## src/hw/rtl/a52ks_pkg.sv

```systemverilog
// a52ks_pkg: item types, sequencing constants and control structs for the
// A5/2 keystream generator. Depends on nothing; every rtl file imports it.
package a52ks_pkg;

  localparam int KEY_BITS         = 64;
  localparam int FRAME_BITS       = 22;
  localparam int LOAD_BITS        = KEY_BITS + FRAME_BITS;
  localparam int WARMUP_CLOCKS    = 100;
  localparam int OUTPUT_WORD_BITS = 32;

  localparam int COUNT_W = 6;
  localparam int INDEX_W = $clog2(OUTPUT_WORD_BITS);
  localparam int STEP_W  = 7;

  localparam logic CMD_SETUP    = 1'b0;
  localparam logic CMD_GENERATE = 1'b1;

  typedef struct packed {
    logic        command;
    logic [31:0] key_low;
    logic [31:0] key_high;
    logic [21:0] frame_number;
    logic [5:0]  bit_count;
  } in_item_t;

  typedef struct packed {
    logic [31:0] keystream_bits;
    logic [5:0]  valid_bits;
  } out_item_t;

  // lfsr bank controls, at most one of clear/load/force/step per cycle
  typedef struct packed {
    logic clear;
    logic load;
    logic load_bit;
    logic force_bits;
    logic step_maj;
  } lfsr_ctrl_t;

  typedef struct packed {
    logic               start;
    logic               write;
    logic               publish;
    logic [INDEX_W-1:0] index;
    logic [COUNT_W-1:0] count;
  } coll_ctrl_t;

endpackage

```

## src/hw/rtl/a52_keystream_generator_top.sv

```systemverilog
// a52_keystream_generator_top: A5/2 keystream generator top level.
// Depends on a52ks_pkg, a52ks_sequencer, a52ks_lfsr_bank, a52ks_collector.
//
// One item at a time, one lfsr clock per cycle. A setup item (key and frame)
// goes from acceptance to its result through the serial load of its 86 key
// and frame bits, the forcing of the constant bits, the majority warm-up
// clocks and the registering of the result; it returns zero bits with a
// count of zero. A generate item for n bits (bit_count saturated to 32)
// collects one keystream bit per clock of the registers, then registers its
// result. The next item is accepted in the cycle after the result is
// registered, even while that result still waits in the output register; a
// result waits in its final cycle only if the output register is still occupied.
module a52_keystream_generator_top (
  input  logic                 clk,
  input  logic                 rst,
  input  logic                 in_valid,
  output logic                 in_ready,
  input  a52ks_pkg::in_item_t  in_data,
  output logic                 out_valid,
  input  logic                 out_ready,
  output a52ks_pkg::out_item_t out_data
);
  import a52ks_pkg::*;

  lfsr_ctrl_t lfsr_ctrl;
  coll_ctrl_t coll_ctrl;
  logic       ks_bit;
  logic       slot_free;

  a52ks_sequencer u_sequencer (
    .clk       (clk),
    .rst       (rst),
    .in_valid  (in_valid),
    .in_ready  (in_ready),
    .in_data   (in_data),
    .slot_free (slot_free),
    .lfsr_ctrl (lfsr_ctrl),
    .coll_ctrl (coll_ctrl)
  );

  a52ks_lfsr_bank u_lfsr_bank (
    .clk    (clk),
    .rst    (rst),
    .ctrl   (lfsr_ctrl),
    .ks_bit (ks_bit)
  );

  a52ks_collector u_collector (
    .clk       (clk),
    .rst       (rst),
    .ctrl      (coll_ctrl),
    .ks_bit    (ks_bit),
    .slot_free (slot_free),
    .out_valid (out_valid),
    .out_ready (out_ready),
    .out_data  (out_data)
  );

endmodule

```

## src/hw/rtl/a52ks_lfsr_bank.sv

```systemverilog
// a52ks_lfsr_bank: the four A5/2 shift registers, their clocking modes and
// the combinational keystream bit. Depends on a52ks_pkg.
module a52ks_lfsr_bank (
  input  logic                 clk,
  input  logic                 rst,
  input  a52ks_pkg::lfsr_ctrl_t ctrl,
  output logic                 ks_bit
);
  import a52ks_pkg::*;

  logic [18:0] r1;
  logic [21:0] r2;
  logic [22:0] r3;
  logic [16:0] rc;

  logic fb1, fb2, fb3, fbc;
  logic m, en1, en2, en3;

  function automatic logic maj3(input logic a, input logic b, input logic c);
    maj3 = (a & b) | (a & c) | (b & c);
  endfunction

  assign fb1 = r1[18] ^ r1[17] ^ r1[16] ^ r1[13];
  assign fb2 = r2[21] ^ r2[20];
  assign fb3 = r3[22] ^ r3[21] ^ r3[20] ^ r3[7];
  assign fbc = rc[16] ^ rc[11];

  assign m   = maj3(rc[10], rc[3], rc[7]);
  assign en1 = (rc[10] == m);
  assign en2 = (rc[3] == m);
  assign en3 = (rc[7] == m);

  assign ks_bit = r1[18] ^ r2[21] ^ r3[22]
                ^ maj3(r1[15], ~r1[14], r1[12])
                ^ maj3(~r2[16], r2[13], r2[9])
                ^ maj3(r3[18], r3[16], ~r3[13]);

  always_ff @(posedge clk) begin
    if (rst || ctrl.clear) begin
      r1 <= '0;
      r2 <= '0;
      r3 <= '0;
      rc <= '0;
    end else if (ctrl.load) begin
      // clock all, then fold the loaded bit into bit 0
      r1 <= {r1[17:0], fb1 ^ ctrl.load_bit};
      r2 <= {r2[20:0], fb2 ^ ctrl.load_bit};
      r3 <= {r3[21:0], fb3 ^ ctrl.load_bit};
      rc <= {rc[15:0], fbc ^ ctrl.load_bit};
    end else if (ctrl.force_bits) begin
      r1[15] <= 1'b1;
      r2[16] <= 1'b1;
      r3[18] <= 1'b1;
      rc[10] <= 1'b1;
    end else if (ctrl.step_maj) begin
      if (en1) r1 <= {r1[17:0], fb1};
      if (en2) r2 <= {r2[20:0], fb2};
      if (en3) r3 <= {r3[21:0], fb3};
      rc <= {rc[15:0], fbc};
    end
  end

endmodule

```

## src/hw/rtl/a52ks_collector.sv

```systemverilog
// a52ks_collector: gathers keystream bits one per cycle into a word and holds
// the finished result item in the output register. Depends on a52ks_pkg.
module a52ks_collector (
  input  logic                  clk,
  input  logic                  rst,
  input  a52ks_pkg::coll_ctrl_t ctrl,
  input  logic                  ks_bit,
  output logic                  slot_free,
  output logic                  out_valid,
  input  logic                  out_ready,
  output a52ks_pkg::out_item_t  out_data
);
  import a52ks_pkg::*;

  logic [OUTPUT_WORD_BITS-1:0] acc;

  assign slot_free = !out_valid || out_ready;

  always_ff @(posedge clk) begin
    if (ctrl.start) begin
      acc <= '0;
    end else if (ctrl.write) begin
      acc[ctrl.index] <= ks_bit;
    end
  end

  always_ff @(posedge clk) begin
    if (ctrl.publish) begin
      out_data.keystream_bits <= acc;
      out_data.valid_bits     <= ctrl.count;
    end
  end

  always_ff @(posedge clk) begin
    if (rst) begin
      out_valid <= 1'b0;
    end else if (ctrl.publish) begin
      out_valid <= 1'b1;
    end else if (out_ready) begin
      out_valid <= 1'b0;
    end
  end

endmodule

```

## src/hw/rtl/a52ks_sequencer.sv

```systemverilog
// a52ks_sequencer: input handshake, serial key/frame shift register and the
// state machine that steps the lfsr bank and collector. Depends on a52ks_pkg.
module a52ks_sequencer (
  input  logic                  clk,
  input  logic                  rst,
  input  logic                  in_valid,
  output logic                  in_ready,
  input  a52ks_pkg::in_item_t   in_data,
  input  logic                  slot_free,
  output a52ks_pkg::lfsr_ctrl_t lfsr_ctrl,
  output a52ks_pkg::coll_ctrl_t coll_ctrl
);
  import a52ks_pkg::*;

  typedef enum logic [5:0] {
    S_IDLE  = 6'b000001,
    S_LOAD  = 6'b000010,
    S_FORCE = 6'b000100,
    S_WARM  = 6'b001000,
    S_GEN   = 6'b010000,
    S_DONE  = 6'b100000
  } state_t;

  state_t              state, state_next;
  logic [LOAD_BITS-1:0] load_sr;
  logic [STEP_W-1:0]   cnt;
  logic [COUNT_W-1:0]  gen_n;
  logic [COUNT_W-1:0]  sat_n;
  logic                accept;

  assign in_ready = (state == S_IDLE);
  assign accept   = in_valid && in_ready;

  assign sat_n = (in_data.bit_count > COUNT_W'(OUTPUT_WORD_BITS))
               ? COUNT_W'(OUTPUT_WORD_BITS) : in_data.bit_count;

  always_comb begin
    state_next = state;
    unique case (state)
      S_IDLE: begin
        if (accept) begin
          if (in_data.command == CMD_SETUP) state_next = S_LOAD;
          else if (sat_n == '0)            state_next = S_DONE;
          else                             state_next = S_GEN;
        end
      end
      S_LOAD: begin
        if (cnt == STEP_W'(LOAD_BITS - 1)) state_next = S_FORCE;
      end
      S_FORCE: state_next = S_WARM;
      S_WARM: begin
        if (cnt == STEP_W'(WARMUP_CLOCKS - 1)) state_next = S_DONE;
      end
      S_GEN: begin
        if (cnt == (STEP_W'(gen_n) - STEP_W'(1))) state_next = S_DONE;
      end
      S_DONE: begin
        if (slot_free) state_next = S_IDLE;
      end
      default: state_next = S_IDLE;
    endcase
  end

  always_ff @(posedge clk) begin
    if (rst) state <= S_IDLE;
    else     state <= state_next;
  end

  always_ff @(posedge clk) begin
    if (accept || state == S_FORCE) begin
      cnt <= '0;
    end else if (state == S_LOAD || state == S_WARM || state == S_GEN) begin
      cnt <= cnt + STEP_W'(1);
    end
  end

  // key bits first, low bit first, then the frame number
  always_ff @(posedge clk) begin
    if (accept) begin
      load_sr <= {in_data.frame_number, in_data.key_high, in_data.key_low};
    end else if (state == S_LOAD) begin
      load_sr <= {1'b0, load_sr[LOAD_BITS-1:1]};
    end
  end

  always_ff @(posedge clk) begin
    if (accept) begin
      gen_n <= (in_data.command == CMD_SETUP) ? '0 : sat_n;
    end
  end

  always_comb begin
    lfsr_ctrl.clear      = accept && (in_data.command == CMD_SETUP);
    lfsr_ctrl.load       = (state == S_LOAD);
    lfsr_ctrl.load_bit   = load_sr[0];
    lfsr_ctrl.force_bits = (state == S_FORCE);
    lfsr_ctrl.step_maj   = (state == S_WARM) || (state == S_GEN);

    coll_ctrl.start   = accept;
    coll_ctrl.write   = (state == S_GEN);
    coll_ctrl.publish = (state == S_DONE) && slot_free;
    coll_ctrl.index   = cnt[INDEX_W-1:0];
    coll_ctrl.count   = gen_n;
  end

endmodule

```

## config.mk

```make
export PLATFORM = sky130hd
export DESIGN_NAME = a52_keystream_generator_top
export DESIGN_NICKNAME = d
export VERILOG_FILES = /design/src/hw/rtl/a52ks_pkg.sv /design/src/hw/rtl/a52_keystream_generator_top.sv /design/src/hw/rtl/a52ks_lfsr_bank.sv /design/src/hw/rtl/a52ks_collector.sv /design/src/hw/rtl/a52ks_sequencer.sv
export SDC_FILE = /design/constraint.sdc
export NUM_CORES = 1
export LEC_CHECK = 0
export BUFFER_PORTS_ARGS = -buffer_cell sky130_fd_sc_hd__buf_2
export CORE_ASPECT_RATIO = 0.8
export CORE_UTILIZATION = 54
export CTS_CLUSTER_SIZE = 25
export DETAILED_ROUTE_END_ITERATION = 7
export PLACE_DENSITY = 0.86
export SKIP_LAST_GASP = 1
export SLEW_MARGIN = 30
export SYNTH_ARGS = -nofsm -noshare
export SYNTH_HDL_FRONTEND = slang
export SYNTH_SLANG_ARGS = --single-unit
```

## constraint.sdc

```tcl
create_clock -name clk -period 5 [get_ports clk]
set_input_delay 0.75 -clock clk [delete_from_list [all_inputs] [get_ports clk]]
set_output_delay 0.75 -clock clk [all_outputs]
set_load 0.03 [all_outputs]
```

After elaboration in Yosys (flattened, before gate mapping)

Index checks and enable logic that the tools add are counted.

Register bits: 257
Input bits: 97
Output and inout bits: 40
Word-level logic and storage cells: 149

$add $sub $neg: 2
Magnitude comparators: 3
Equality and inequality tests: 18
Muxes and demuxes: 39
Bitwise gates (word level): 41
Reduce and logical (&&, ||, !) cells: 30

Operators with widths:

| kind                                                                     | number |
|---|---|
| 86-bit two-way mux                                                       | 2 |
| 23-bit two-way mux                                                       | 3 |
| 22-bit two-way mux                                                       | 3 |
| 19-bit two-way mux                                                       | 3 |
| 6-bit two-way mux                                                        | 9 |
| 6-bit case mux with 6 select lines                                       | 1 |
| 17-bit two-way mux                                                       | 2 |
| 32-bit bitwise mux                                                       | 1 |
| 18-bit two-way mux                                                       | 1 |
| 1-bit XOR                                                                | 17 |
| 16-bit two-way mux                                                       | 1 |
| 15-bit two-way mux                                                       | 1 |
| 7-bit == test (second input constant)                                    | 2 |
| 1-bit bitwise AND                                                        | 12 |
| 2-bit nonzero test                                                       | 6 |
| 3-bit nonzero test                                                       | 4 |
| 10-bit two-way mux                                                       | 1 |
| 2-bit by 1-bit inequality test with 1-bit output (second input constant) | 5 |
| 3-bit AND reduction                                                      | 3 |
| 1-bit OR                                                                 | 8 |
| 2-bit AND reduction                                                      | 4 |
| 7-bit by 1-bit adder with 7-bit output (second input constant)           | 1 |
| 7-bit == test                                                            | 1 |
| 1-bit two-way mux                                                        | 7 |
| 22 further kinds                                                         | 35 |

Logic depth before layout (Yosys ltp)

Gate-level depths: netlist (run 1).

Depth in word-level cells: 8
Gate-level depth with buffers: 8

Hierarchy

Synthesis (run 1) repeated with hierarchy kept, for this count alone.

Cell total of the unflattened synthesis: 1013
Area total of the unflattened synthesis: 10700.3 µm²

By module, submodules not included:

| module          | times used | cells an instance | area each (µm²) |
|---|---|---|---|
| a52ks_sequencer | 1          | 495               | 4880.9 |
| a52ks_lfsr_bank | 1          | 326               | 3191.8 |
| a52ks_collector | 1          | 192               | 2627.5 |

Worst setup path after synthesis (run 1)

OpenSTA, ideal clock, no wires.

Path type: reg-to-reg
Start: register u_sequencer.state[1]
End: register u_sequencer.load_sr[0] (enable)
Library setup time: 0.447 ns
Data arrival time: 3.711 ns
Setup slack: 0.842 ns
Cell stages (with the launch flop): 7
Path buffers: 2
Cells stage by stage: dfxtp_1 or4_4 nor3b_4 nand2_2 buf_2 clkbuf_1 nand2_1

Longest elaborated chain between the ends: 3
Elaborated cells between the ends (all ways): 4
Those cells by class: eq/ne (2); reduce/logical (2)

Ends and longest elaborated chain:

| element                                  | line                              | source |
|---|---|---|
| start, declared                          | a52ks_sequencer.sv:24             | `state_t state, state_next;` |
| start signal, assigned                   | a52ks_sequencer.sv:66             | `else state <= state_next;` |
| 6-bit by 1-bit == test with 1-bit output | a52ks_sequencer.sv:31             | `assign in_ready = (state == S_IDLE);` |
| net in_ready                             | a52_keystream_generator_top.sv:17 | `output logic in_ready,` |
| 1-bit logical AND                        | a52ks_sequencer.sv:32             | `assign accept = in_valid && in_ready;` |
| 2-bit nonzero test (no line)             | -                                 |  |
| end signal, assigned                     | a52ks_sequencer.sv:80             | `load_sr <= {in_data.frame_number, in_data.key_high, in_data.key_low};` |
| end signal, assigned                     | a52ks_sequencer.sv:82             | `load_sr <= {1'b0, load_sr[LOAD_BITS-1:1]};` |
| end, declared                            | a52ks_sequencer.sv:25             | `logic [LOAD_BITS-1:0] load_sr;` |

The timed path passes the listed nets, and every way through them passes these cells.
A chain may end at the register's enable or synchronous reset.

Worst setup path in the final report (run 1)

Start: register u_sequencer.state[3]
End: register u_sequencer.load_sr[32], data pin

Longest elaborated chain between the ends: 3

Ends and longest elaborated chain:

| element                                  | line                  | source |
|---|---|---|
| 6-bit by 1-bit == test with 1-bit output | a52ks_sequencer.sv:31 |  |
| 1-bit logical AND                        | a52ks_sequencer.sv:32 |  |
| 86-bit two-way mux                       | a52ks_sequencer.sv:79 | `if (accept) begin` |

Every way passes these cells.

==> summary.txt, run 1 <==
Floorplanning
  • Ports: roughly 140
  • Row count: 45
  • Die X: ~160 um
  • Starting Density: 55.19%
  • Full die area: ~0.02 sq mm
  • DIE HEIGHT: roughly 130 um
  • Core Box Area: 0.01903 sq mm

Global routing
  • Vias in the first global route: roughly 6.7k
  • GRT Util Overall: approximately 20%
  • First-pass GRT wire length: between 30000 and 40000 um
  • Largest net degree at the start of global routing: 87
  • GR Overflow Total: 0
  • Initial antenna violation count: 2

Critical path
  • Reg2Reg Depth: 7
  • Critical path peak fanout: 47
  • Critical Path RT: approximately 5.4 ns
  • Worst Setup Start Kind: register
  • Reg2Reg Capture Point: u_sequencer.load_sr[32]
  • Crit path launch: u_sequencer.state[3]
  • Worst endpoint data arrival time: between 3 and 4 ns
  • Critical path endpoint: u_sequencer.load_sr[32]
  • Setup slack, reg-to-reg: 1.66 ns
  • Crit Path Class: register to register
  • CP Capture Type: register
  • FF-to-FF Start: u_sequencer.state[3]

Clock network
  • H-tree depth reported by CTS: 1
  • Root buffer cell: clkbuf_16
  • Clk sinks: around 260
  • Worst-Skew Late Latency: 0.53 ns
  • CTS hold repair buffers: 0
  • TritonCTS clock tree: built
  • Post-CTS Repair Setup Buffers: 0
  • Clock buffer count from CTS: 25
  • Post_cts resized: 0
  • Clk pin slew, worst setup/hold paths: 0.06 ns
  • CTS Buffer Depth: 3

Yosys
  • Mux cell area share after synthesis: between 10% and 20%
  • Syn_area_per_cell: around 11 sq um
  • Synth Register Bits: approximately 260
  • Largest family of logic cells by synthesized area: simple AND/OR/NAND/NOR gates
  • Largest cells by area after synthesis: edfxtp_1 37%, dfxtp_1 24%, nand2_1 11%, mux2i_1 10%, nor2_1 3.3%
  • Post-Syn Area: around 0.011 sq mm
  • EDFF count, synth: 130
  • Synth area leader: edfxtp_1
  • Complex-gate fraction of the synthesized area: approximately 3.2%
  • Syn nets: ~1.1k
  • Synth async-reset ratio: 0%
  • Xor/xnor cell area share of the yosys netlist: 2.502%
  • Adder-Cell Fraction of Synth Area: 0.8816%
  • Share of the synthesized area in the top cell type: 37.17%
  • Post-synthesis cell type count: 54
  • Synth warn: 0
  • Post-Synth Simple-Gate Area: 19.04%
  • Mapped Cells: around 980
  • Seq/Total Area, Yosys: 61.38%
  • Top FF cell, synth: edfxtp_1

Min path
  • Hold crit path type: register to register
  • Hold Crit Depth: 0

Route
  • Initial DRC Count: 507
  • Via-per-instance ratio: roughly 5.2
  • Routed Antenna Nets: 0
  • DR DRC count: 0
  • Post-detailed-route wirelength per cell: 14.89 um
  • Routed vias: slightly above 7k
  • Drt first pass iters: 5
  • WL final: 20520 um

Cells and area
  • Finished Core Util: about 64%
  • Nets: around 1.2k
  • Finished Layout Cells: ~1.4k
  • Most frequent cells in the layout: 316 x nand2_1, 136 x buf_2, 130 x edfxtp_1
  • Layout cells sized above 1: a little under a fifth
  • Syn-to-layout area delta: 16.74%
  • Most common cell after layout, fill and taps aside: nand2_1

Place
  • DP HPWL: ~13000 um
  • Placed cells: about 1.3k
  • I/O Buffers: between 100 and 150
  • RD Place Congestion: 0.7977

Pwr
  • Pwr dens: roughly 410 mW/mm^2
  • Leak: around 5.5 nW
  • P_sw: about 0.0013 W
  • Sequential share of power: between 40% and 50%
  • Gate power share: a little under an eighth
  • Cell Int Power: ~0.0038 W
  • Sw Ratio: between 20% and 30%
  • Clock share of power: between 30% and 40%
  • VDD IR max: between 0.2 and 0.25 mV

Timing
  • Fmax: ~0.3 GHz
  • Final Setup Violations: 0
  • Clock skew: between 0.015 and 0.02 ns
  • Tcrit/Tclk final: around 67%
  • Min cycle time layout: about 3.3 ns
  • Worst slew margin: between 30% and 40%
  • Final slew viol count: 0
  • Worst-margin pin slew: 0.9157 ns
  • RSZ-0062 raised after global routing: false
  • Final hold vios: 0
  • Setup tns final: 0 ns

Run
  • Max-cap violations: 0

Run status
  • Run status: finished, final reports clean
-- cell type report --
type,instances,area [sq um]
Fill cell,1376,6770
Clock buffer,35,765.7
Multi-Input combinational cell,662,3802
Tap cell,258,322.8
Timing Repair Buffer,144,780.7
Antenna cell,1,2.502
Sequential cell,257,6446
Inverter,10,37.54
Clock inverter,11,102.6
-- synthesized netlist by cell type (3+ instances only) --
master	instances
a21oi_1	10
a31oi_1	3
and2_1	10
and3_1	3
buf_2	18
buf_4	15
clkbuf_1	18
dfxtp_1	127
edfxtp_1	130
ha_1	5
inv_1	9
maj3_1	3
mux2i_1	105
nand2_1	317
nand2b_1	3
nand3b_1	5
nand4_1	5
nor2_1	92
nor2b_1	6
nor3_1	7
nor3b_1	3
o211ai_1	10
o31ai_1	9
or3_1	3
xnor2_1	17
xor2_1	13
-- flip-flops by register name, indices dropped and copies added (netlist names) --
name and count:
u_lfsr_bank.rc 17, u_lfsr_bank.r3 23, u_sequencer.cnt 7, u_sequencer.state 6, u_collector.acc 32, u_collector.out_data 38, u_lfsr_bank.r1 19, u_lfsr_bank.r2 22
u_sequencer.gen_n 6, u_collector.out_valid 1, u_sequencer.load_sr 86
-- cells by family (layout without fill, tap and decap cells) --
| kind of cell | count (synthesis) | in the layout |
|---|---|---|
| xor gates and xnor gates | 30 | 30 |
| DFF | 257 | 257 |
| adders and majority gates | 8 | 8 |
| buffers and inverters | 62 | 200 |
| AOI/OAI and AO/OA | 45 | 45 |
| muxes | 105 | 105 |
| and+or+nand+nor | 474 | 474 |
| other | 0 | 1 |
-- per-layer routing --
| layer | routed length (um) | vias up | track usage [%] |
|---|---|---|---|
| met5 | 13 | - | 0 |
| met4 | 513 | 2 | 6.054 |
| met3 | 891 | 42 | 3.519 |
| met2 | 10130 | 186 | 34.41 |
| met1 | 8967 | 3447 | 26.56 |
| li1 | - | 3543 | - |
-- critical path, stage by stage (launching register included) --
cell	delay, ns
dfxtp_1	0.39
or4_4	0.54
nor3b_4	0.42
nand2_4	0.36
inv_2	0.68
buf_4	0.53
nand2_1	0.12
nand2_1	0.09
-- metrics by stage --
stage	area, sq um	setup slack, ns	hold WS, ns	total power, W
2_1_floorplan	10500	0.8425	0.4081	0.003017
3_3_place_gp	11320	1.836	0.4146	0.003132
3_5_place_dp	11360	1.777	0.4146	0.003167
4_1_cts	12230	1.699	0.4214	0.005087
5_1_grt	12260	1.450	0.4401	0.005257
6_report	12260	1.661	0.4250	0.005066
-- how the worst min path moves through the flow --
| stage | from | end | slack, ns |
|---|---|---|---|
| after floorplan | u_collector.acc[4] | u_collector.out_data[10] | 0.41 |
| after global placement | u_collector.acc[29] | u_collector.out_data[35] | 0.41 |
| after detailed placement | u_collector.acc[30] | u_collector.out_data[36] | 0.41 |
| after CTS | u_collector.acc[5] | u_collector.out_data[11] | 0.42 |
| after global routing | u_collector.acc[5] | u_collector.out_data[11] | 0.44 |
| final | u_collector.acc[5] | u_collector.out_data[11] | 0.42 |
-- power groups by stage --
stage          Sequential, W  Combinational (W)  Clock, W
6_report             0.00253           0.000607   0.00193
5_1_grt              0.00254           0.000681   0.00203
4_1_cts              0.00253           0.000607   0.00195
3_5_place_dp         0.00257           0.000596         0
3_3_place_gp         0.00256           0.000567         0
2_1_floorplan        0.00256           0.000456         0
Note: power is estimated with default switching activity, not from simulation.
==> run 2, diff against run 1 <==
Clock period 5 ns to 3.4 ns, I/O delays scaled along.
==> run 2 against run 1 <==
Compared with the run above: clock-buffer cell count is 7 higher; largest power group unchanged; combinational power is 48% higher; largest cell class unchanged; core utilization is 0.085 points lower; critical path type unchanged.
==> summary.txt, run 2 (same netlist as run 1, synthesis figures left out) <==
Timing
  • Final hold vios: 0 (unchanged)
  • Tcrit/Tclk final: 87.53% (+21 points)
  • Hold Worst Slack: 0.2346 ns (-0.1904 ns)
  • Fmax: 0.3360 GHz (+12%)
  • Final Setup Violations: 0 (unchanged)
  • Setup tns final: 0 ns (unchanged)
  • Min cycle time layout: 2.976 ns (-0.3632 ns)
  • Final slew viol count: 0 (unchanged)
  • Worst slew margin: 42.99% (+4.1 points)
  • Clock skew: 0.01434 ns (-0.002716 ns)
  • RSZ-0062 raised after global routing: false
  • Worst-margin pin slew: 0.8552 ns (-0.06055 ns)

Clock network
  • Clock buffer count from CTS: 25 (unchanged)
  • Worst-Skew Late Latency: 0.52 ns (about the same)
  • Root buffer cell: clkbuf_16
  • TritonCTS clock tree: built
  • CTS hold repair buffers: 0 (unchanged)
  • Post-CTS Repair Setup Buffers: 0 (unchanged)
  • Clk sinks: 257 (unchanged)
  • H-tree depth reported by CTS: 1 (unchanged)
  • Clk pin slew, worst setup/hold paths: 0.07 ns (about the same)
  • CTS Buffer Depth: 3 (unchanged)
  • Post_cts resized: 0 (unchanged)

Route
  • Routed vias: 7169 (-0.71%)
  • Drt first pass iters: 7 (+2)
  • Via-per-instance ratio: 5.191 (-0.92%)
  • WL final: 20090 um (-2.1%)
  • DR DRC count: 0 (unchanged)
  • Initial DRC Count: 569 (+12%)
  • Post-detailed-route wirelength per cell: 14.55 um (-2.3%)
  • Routed Antenna Nets: 0 (unchanged)

Global routing
  • First-pass GRT wire length: 31600 um (-3.0%)
  • GRT Util Overall: 19.75% (-0.55 points)
  • GR Overflow Total: 0 (unchanged)
  • Largest net degree at the start of global routing: 87 (unchanged)
  • Initial antenna violation count: 1 (-1)
  • Vias in the first global route: 6607 (-1.7%)

Floorplanning
  • DIE HEIGHT: 126.7 um (unchanged)
  • Die X: 157.9 um (unchanged)
  • Row count: 45 (unchanged)
  • Ports: 137 (unchanged)
  • Starting Density: 55.19% (unchanged)
  • Core Box Area: 0.01903 sq mm (unchanged)
  • Full die area: 0.02001 sq mm (unchanged)

Run status
  • Run status: finished, final reports clean

Critical path
  • CP peak stage delay: 0.52 ns (-0.16 ns)
  • CP Cell Sequence: or4_4, nor3b_4, nand2_4, buf_4, o21bai_4, buf_12, nor2_1
  • Critical path peak fanout: 86 (+83%)
  • Slowest-stage cell, CP: or4_4
  • Critical Path RT: 3.79 ns (-1.59 ns)
  • Setup slack, reg-to-reg: 0.42 ns (-1.24 ns)
  • Crit Path Class: register to register
  • Worst Setup Start Kind: register
  • CP Capture Type: register
  • Worst endpoint data arrival time: 3.36 ns (-0.36 ns)

Pwr
  • Leak: 5.500 nW (about the same)
  • VDD IR max: 0.2983 mV (+27%)
  • Pwr dens: 602.1 mW/mm^2 (+46%)

Cells and area
  • Largest Register: u_sequencer.load_sr
  • Syn-to-layout area delta: 16.58%
  • Most common cell after layout, fill and taps aside: nand2_1
  • Biggest regs: u_sequencer.load_sr (86), u_collector.out_data (38), u_collector.acc (32)
  • Nets: 1205 (+0.25%)
  • Most frequent cells in the layout: 316 x nand2_1, 136 x buf_2, 130 x edfxtp_1
  • Fillers: 1445 (+5.0%)
  • Layout cells sized above 1: 18.27% (+0.13 points)
  • Max reg flops: 86 (unchanged)

Place
  • RD Place Congestion: 0.7899 (-0.98%)
  • I/O Buffers: 136 (unchanged)
  • DP HPWL: 12810 um (-1.4%)

Run
  • Max-cap violations: 0 (unchanged)

Min path
  • Hold crit path type: input pin to register
## run 2: cell count changes in the layout (fill, tap and decap cells not counted), sizes merged
cell      change
clkinv        -5
clkinvlp      -1
clkbuf        +7
buf           +3
bufinv        -1
## run 2: through the flow
stage	instance area [sq um]	total power, W	std cells	utilization, %	setup slack (ns)
after detailed placement	11400	0.004667	1334	59.91	0.4941
final	12240	0.007372	1381	64.34	0.4239
after floorplan	10510	0.004428	981	-	0.04038
after global placement	11390	0.004630	1334	59.87	0.5428
after global routing	12240	0.007656	1381	64.34	0.2677
after CTS	12240	0.007413	1380	64.33	0.4666
## run 2: final cells by class
class / instances / area, sq um / area share (%)
sequential: 257 / 6446 / 52.65
multi-input combinational: 662 / 3794 / 30.98
clock buffer: 42 / 815.8 / 6.663
timing repair buffer: 147 / 800.8 / 6.540
tap: 258 / 322.8 / 2.636
inverter: 10 / 37.54 / 0.3066
clock inverter: 4 / 25.02 / 0.2044
antenna: 1 / 2.502 / 0.02044
## run 2: worst max-delay path, delay by kind of cell (launching register included)
| family | cells | cell delay, ns |
|---|---|---|
| flip-flops | 1 | 0.37 |
| AND/OR/NAND/NOR | 4 | 1.33 |
| AO/OA/AOI/OAI | 1 | 0.25 |
| buffers and inverters | 2 | 0.78 |
## run 2: worst paths after layout
check | from | to | cells past startpoint
max reg2reg | u_sequencer.state[3] | u_lfsr_bank.r1[11] | 7
min | rst | u_collector.out_valid | 2
max | u_sequencer.state[3] | u_lfsr_bank.r1[11] | 7
min reg2reg | u_collector.acc[30] | u_collector.out_data[36] | 0
## run 2: where the power goes
part | total, W | internal, W | switching (W)
sequential | 0.00371 | 0.00362 | 0.0000932
clock | 0.00276 | 0.00163 | 0.00112
combinational | 0.000900 | 0.000304 | 0.000596
total | 0.00737 | 0.00556 | 0.00181
## run 2: layer usage
| layer | wire, um | part of all wire (%) | global-route usage [%] | vias up |
|---|---|---|---|---|
| met1 | 8759 | 44 | 25.76 | 3394 |
| met2 | 9910 | 49 | 33.27 | 176 |
| met3 | 839 | 4.2 | 3.211 | 46 |
| met5 | 0 | 0 | 0 | - |
| li1 | - | - | - | 3553 |
| met4 | 581 | 2.9 | 6.910 | 0 |
==> run 3, diff against run 2 <==
Settings changed: CELL_PAD_IN_SITES_DETAIL_PLACEMENT from default to 2, CELL_PAD_IN_SITES_GLOBAL_PLACEMENT from default to 2, CORE_UTILIZATION 54 to 37, PLACE_DENSITY 0.86 to 0.89.
==> run 3 against run 2 <==
Compared with the run above: wire length grew 69%; clock skew grew 0.016 ns; register-to-register slack gained 0.08 ns; critical endpoint is now u_sequencer.load_sr[42]; largest power group unchanged; non-clock buffer count is the same; highest routed layer unchanged; clock-buffer cell count grew 1.
==> summary.txt, run 3 (same netlist as run 1, synthesis figures left out) <==
Timing
  • Worst slew margin: 44.66% (+1.7 points)
  • Final Setup Violations: 0 (unchanged)
  • Min cycle time layout: 2.892 ns (-0.08437 ns)
  • Tcrit/Tclk final: 85.05% (-2.5 points)
  • RSZ-0062 raised after global routing: false
  • Setup tns final: 0 ns (unchanged)
  • Final hold vios: 0 (unchanged)
  • Final setup margin: 0.5082 ns (+0.08437 ns)
  • Final slew viol count: 0 (unchanged)
  • Fmax: 0.3458 GHz (+2.9%)
  • Clock skew: 0.03067 ns (+0.01633 ns)
  • Worst-margin pin slew: 0.8238 ns (-0.03138 ns)

Critical path
  • Worst Setup Start Kind: register
  • Critical path peak fanout: 66 (-23%)
  • Crit Path Class: register to register
  • Crit path buf inv count: 2 (unchanged)
  • FF-to-FF Start: u_sequencer.state[3]
  • Reg2Reg Capture Point: u_sequencer.load_sr[42]
  • Worst endpoint data arrival time: 3.29 ns (-0.07 ns)
  • Critical Path RT: 3.79 ns (about the same)
  • Setup slack, reg-to-reg: 0.51 ns (+0.08 ns)
  • Slowest-stage cell, CP: or4_4
  • CP delay by family, top: simple AND/OR/NAND/NOR gates
  • CP Cell Sequence: or4_4, nor3b_4, nand2_4, inv_2, buf_12, nand2_1, nand2_1
  • CP peak stage delay: 0.53 ns (about the same)
  • Reg2Reg Depth: 7 (unchanged)
  • Crit-path most repeated cell: nand2_1
  • CP Capture Type: register

Route
  • Routed vias: 7783 (+8.6%)
  • DR DRC count: 0 (unchanged)
  • Via-per-instance ratio: 5.210 (+0.35%)
  • Initial DRC Count: 432 (-24%)
  • Drt first pass iters: 5 (-2)
  • Routed Antenna Nets: 0 (unchanged)
  • Post-detailed-route wirelength per cell: 22.77 um (+57%)
  • WL final: 34020 um (+69%)

Clock network
  • Clk sinks: 257 (unchanged)
  • CTS hold repair buffers: 0 (unchanged)
  • CTS Buffer Depth: 3 (unchanged)
  • Root buffer cell: clkbuf_16
  • Clk pin slew, worst setup/hold paths: 0.07 ns (about the same)
  • Clock buffer count from CTS: 28 (+12%)
  • Post-CTS Repair Setup Buffers: 0 (unchanged)
  • H-tree depth reported by CTS: 1 (unchanged)
  • Worst-Skew Late Latency: 0.57 ns (+0.05 ns)
  • TritonCTS clock tree: built
  • Post_cts resized: 0 (unchanged)

Run status
  • Run status: finished, final reports clean

Cells and area
  • Largest Register: u_sequencer.load_sr
  • Nets: 1208 (+0.25%)
  • Most frequent cells in the layout: 316 x nand2_1, 136 x buf_2, 130 x edfxtp_1
  • Most common cell after layout, fill and taps aside: nand2_1
  • Layout cells sized above 1: 18.35% (+0.080 points)
  • Syn-to-layout area delta: 18.81%
  • Biggest regs: u_sequencer.load_sr (86), u_collector.out_data (38), u_collector.acc (32)
  • Max reg flops: 86 (unchanged)

Min path
  • Hold crit path type: input pin to register
  • Worst Hold Launch: in_data[47]
  • Hold EP: u_sequencer.load_sr[51]
  • Hold Crit Depth: 3 (+1)

Floorplanning
  • Full die area: 0.02907 sq mm (+45%)
  • Die X: 190.4 um (+21%)
  • Ports: 137 (unchanged)
  • Row count: 54 (+20%)
  • Core Box Area: 0.02757 sq mm (+45%)
  • DIE HEIGHT: 152.7 um (+20%)
  • Starting Density: 38.10% (-17 points)

Place
  • DP HPWL: 19640 um (+53%)
  • I/O Buffers: 136 (unchanged)
  • RD Place Congestion: 0.7870 (-0.37%)
  • Dpl ws: 0.6460 ns (+0.1519 ns)

Global routing
  • Initial antenna violation count: 2 (+1)
  • GRT Util Overall: 23.64% (+3.9 points)
  • Largest net degree at the start of global routing: 95 (+9.2%)
  • First-pass GRT wire length: 52380 um (+66%)
  • Vias in the first global route: 8734 (+32%)
  • GR Overflow Total: 0 (unchanged)

Pwr
  • Leak: 5.536 nW (+0.66%)
  • VDD IR max: 0.3664 mV (+23%)
  • Pwr dens: 632.5 mW/mm^2 (+5.1%)
  • Total power draw: 0.007893 W (+7.1%)

Run
  • Max-cap violations: 0 (unchanged)
-- run 3: stage by stage --
step	util, %	hold slack [ns]	cells	instance area [sq um]
after global placement	41.83	0.4157	1439	11530
final	45.27	0.2161	1494	12480
after CTS	45.18	0.1903	1491	12450
after floorplan	-	0.4081	981	10510
after detailed placement	41.85	0.4206	1439	11540
after global routing	45.27	0.2180	1494	12480
-- run 3: worst min-delay path, cell delays in order --
cell and delay, ns:
buf_2 0.08, nand2_1 0.04, nand2_1 0.04
-- run 3: cell type report --
class / count / area, sq um
fillers: 2800 / 15090
flip-flops and latches: 257 / 6446
multi-input cells: 662 / 3805
clock buffers: 43 / 849.6
repair buffers: 147 / 812.0
well taps: 364 / 455.4
clock inverters: 9 / 67.56
inverters: 10 / 37.54
diodes: 2 / 5.005
-- run 3: power breakdown --
group | switching (W) | leakage, nW | internal [W]
Combinational | 0.000746 | 2.82 | 0.000310
Sequential | 0.000137 | 2.26 | 0.00363
Clock | 0.00134 | 0.454 | 0.00173
Total | 0.00223 | 5.54 | 0.00567
-- run 3: layer usage --
metal  share of wire [%]  GRT usage (%)  routed length (um)  vias to the layer above
met2                  52          42.42               17590                      211
met1                  40          27.50               13770                     3922
met3                 3.5          3.570                1198                       91
met5                   0              0                   0                        -
li1                    -              -                   -                     3559
met4                 4.3          10.93                1459                        0
-- run 3: worst max path at each step --
stage | startpoint | to | slack (ns) | cells past startpoint
detailed placement | u_sequencer.state[1] | u_sequencer.load_sr[8] | 0.65 | 5
finish | u_sequencer.state[3] | u_sequencer.load_sr[42] | 0.51 | 7
floorplan | u_sequencer.state[1] | u_sequencer.load_sr[0] | 0.04 | 6
CTS | u_sequencer.state[3] | u_sequencer.load_sr[42] | 0.53 | 7
global route | u_sequencer.state[1] | u_sequencer.load_sr[42] | 0.39 | 7
global placement | u_sequencer.state[3] | u_sequencer.load_sr[52] | 0.78 | 5
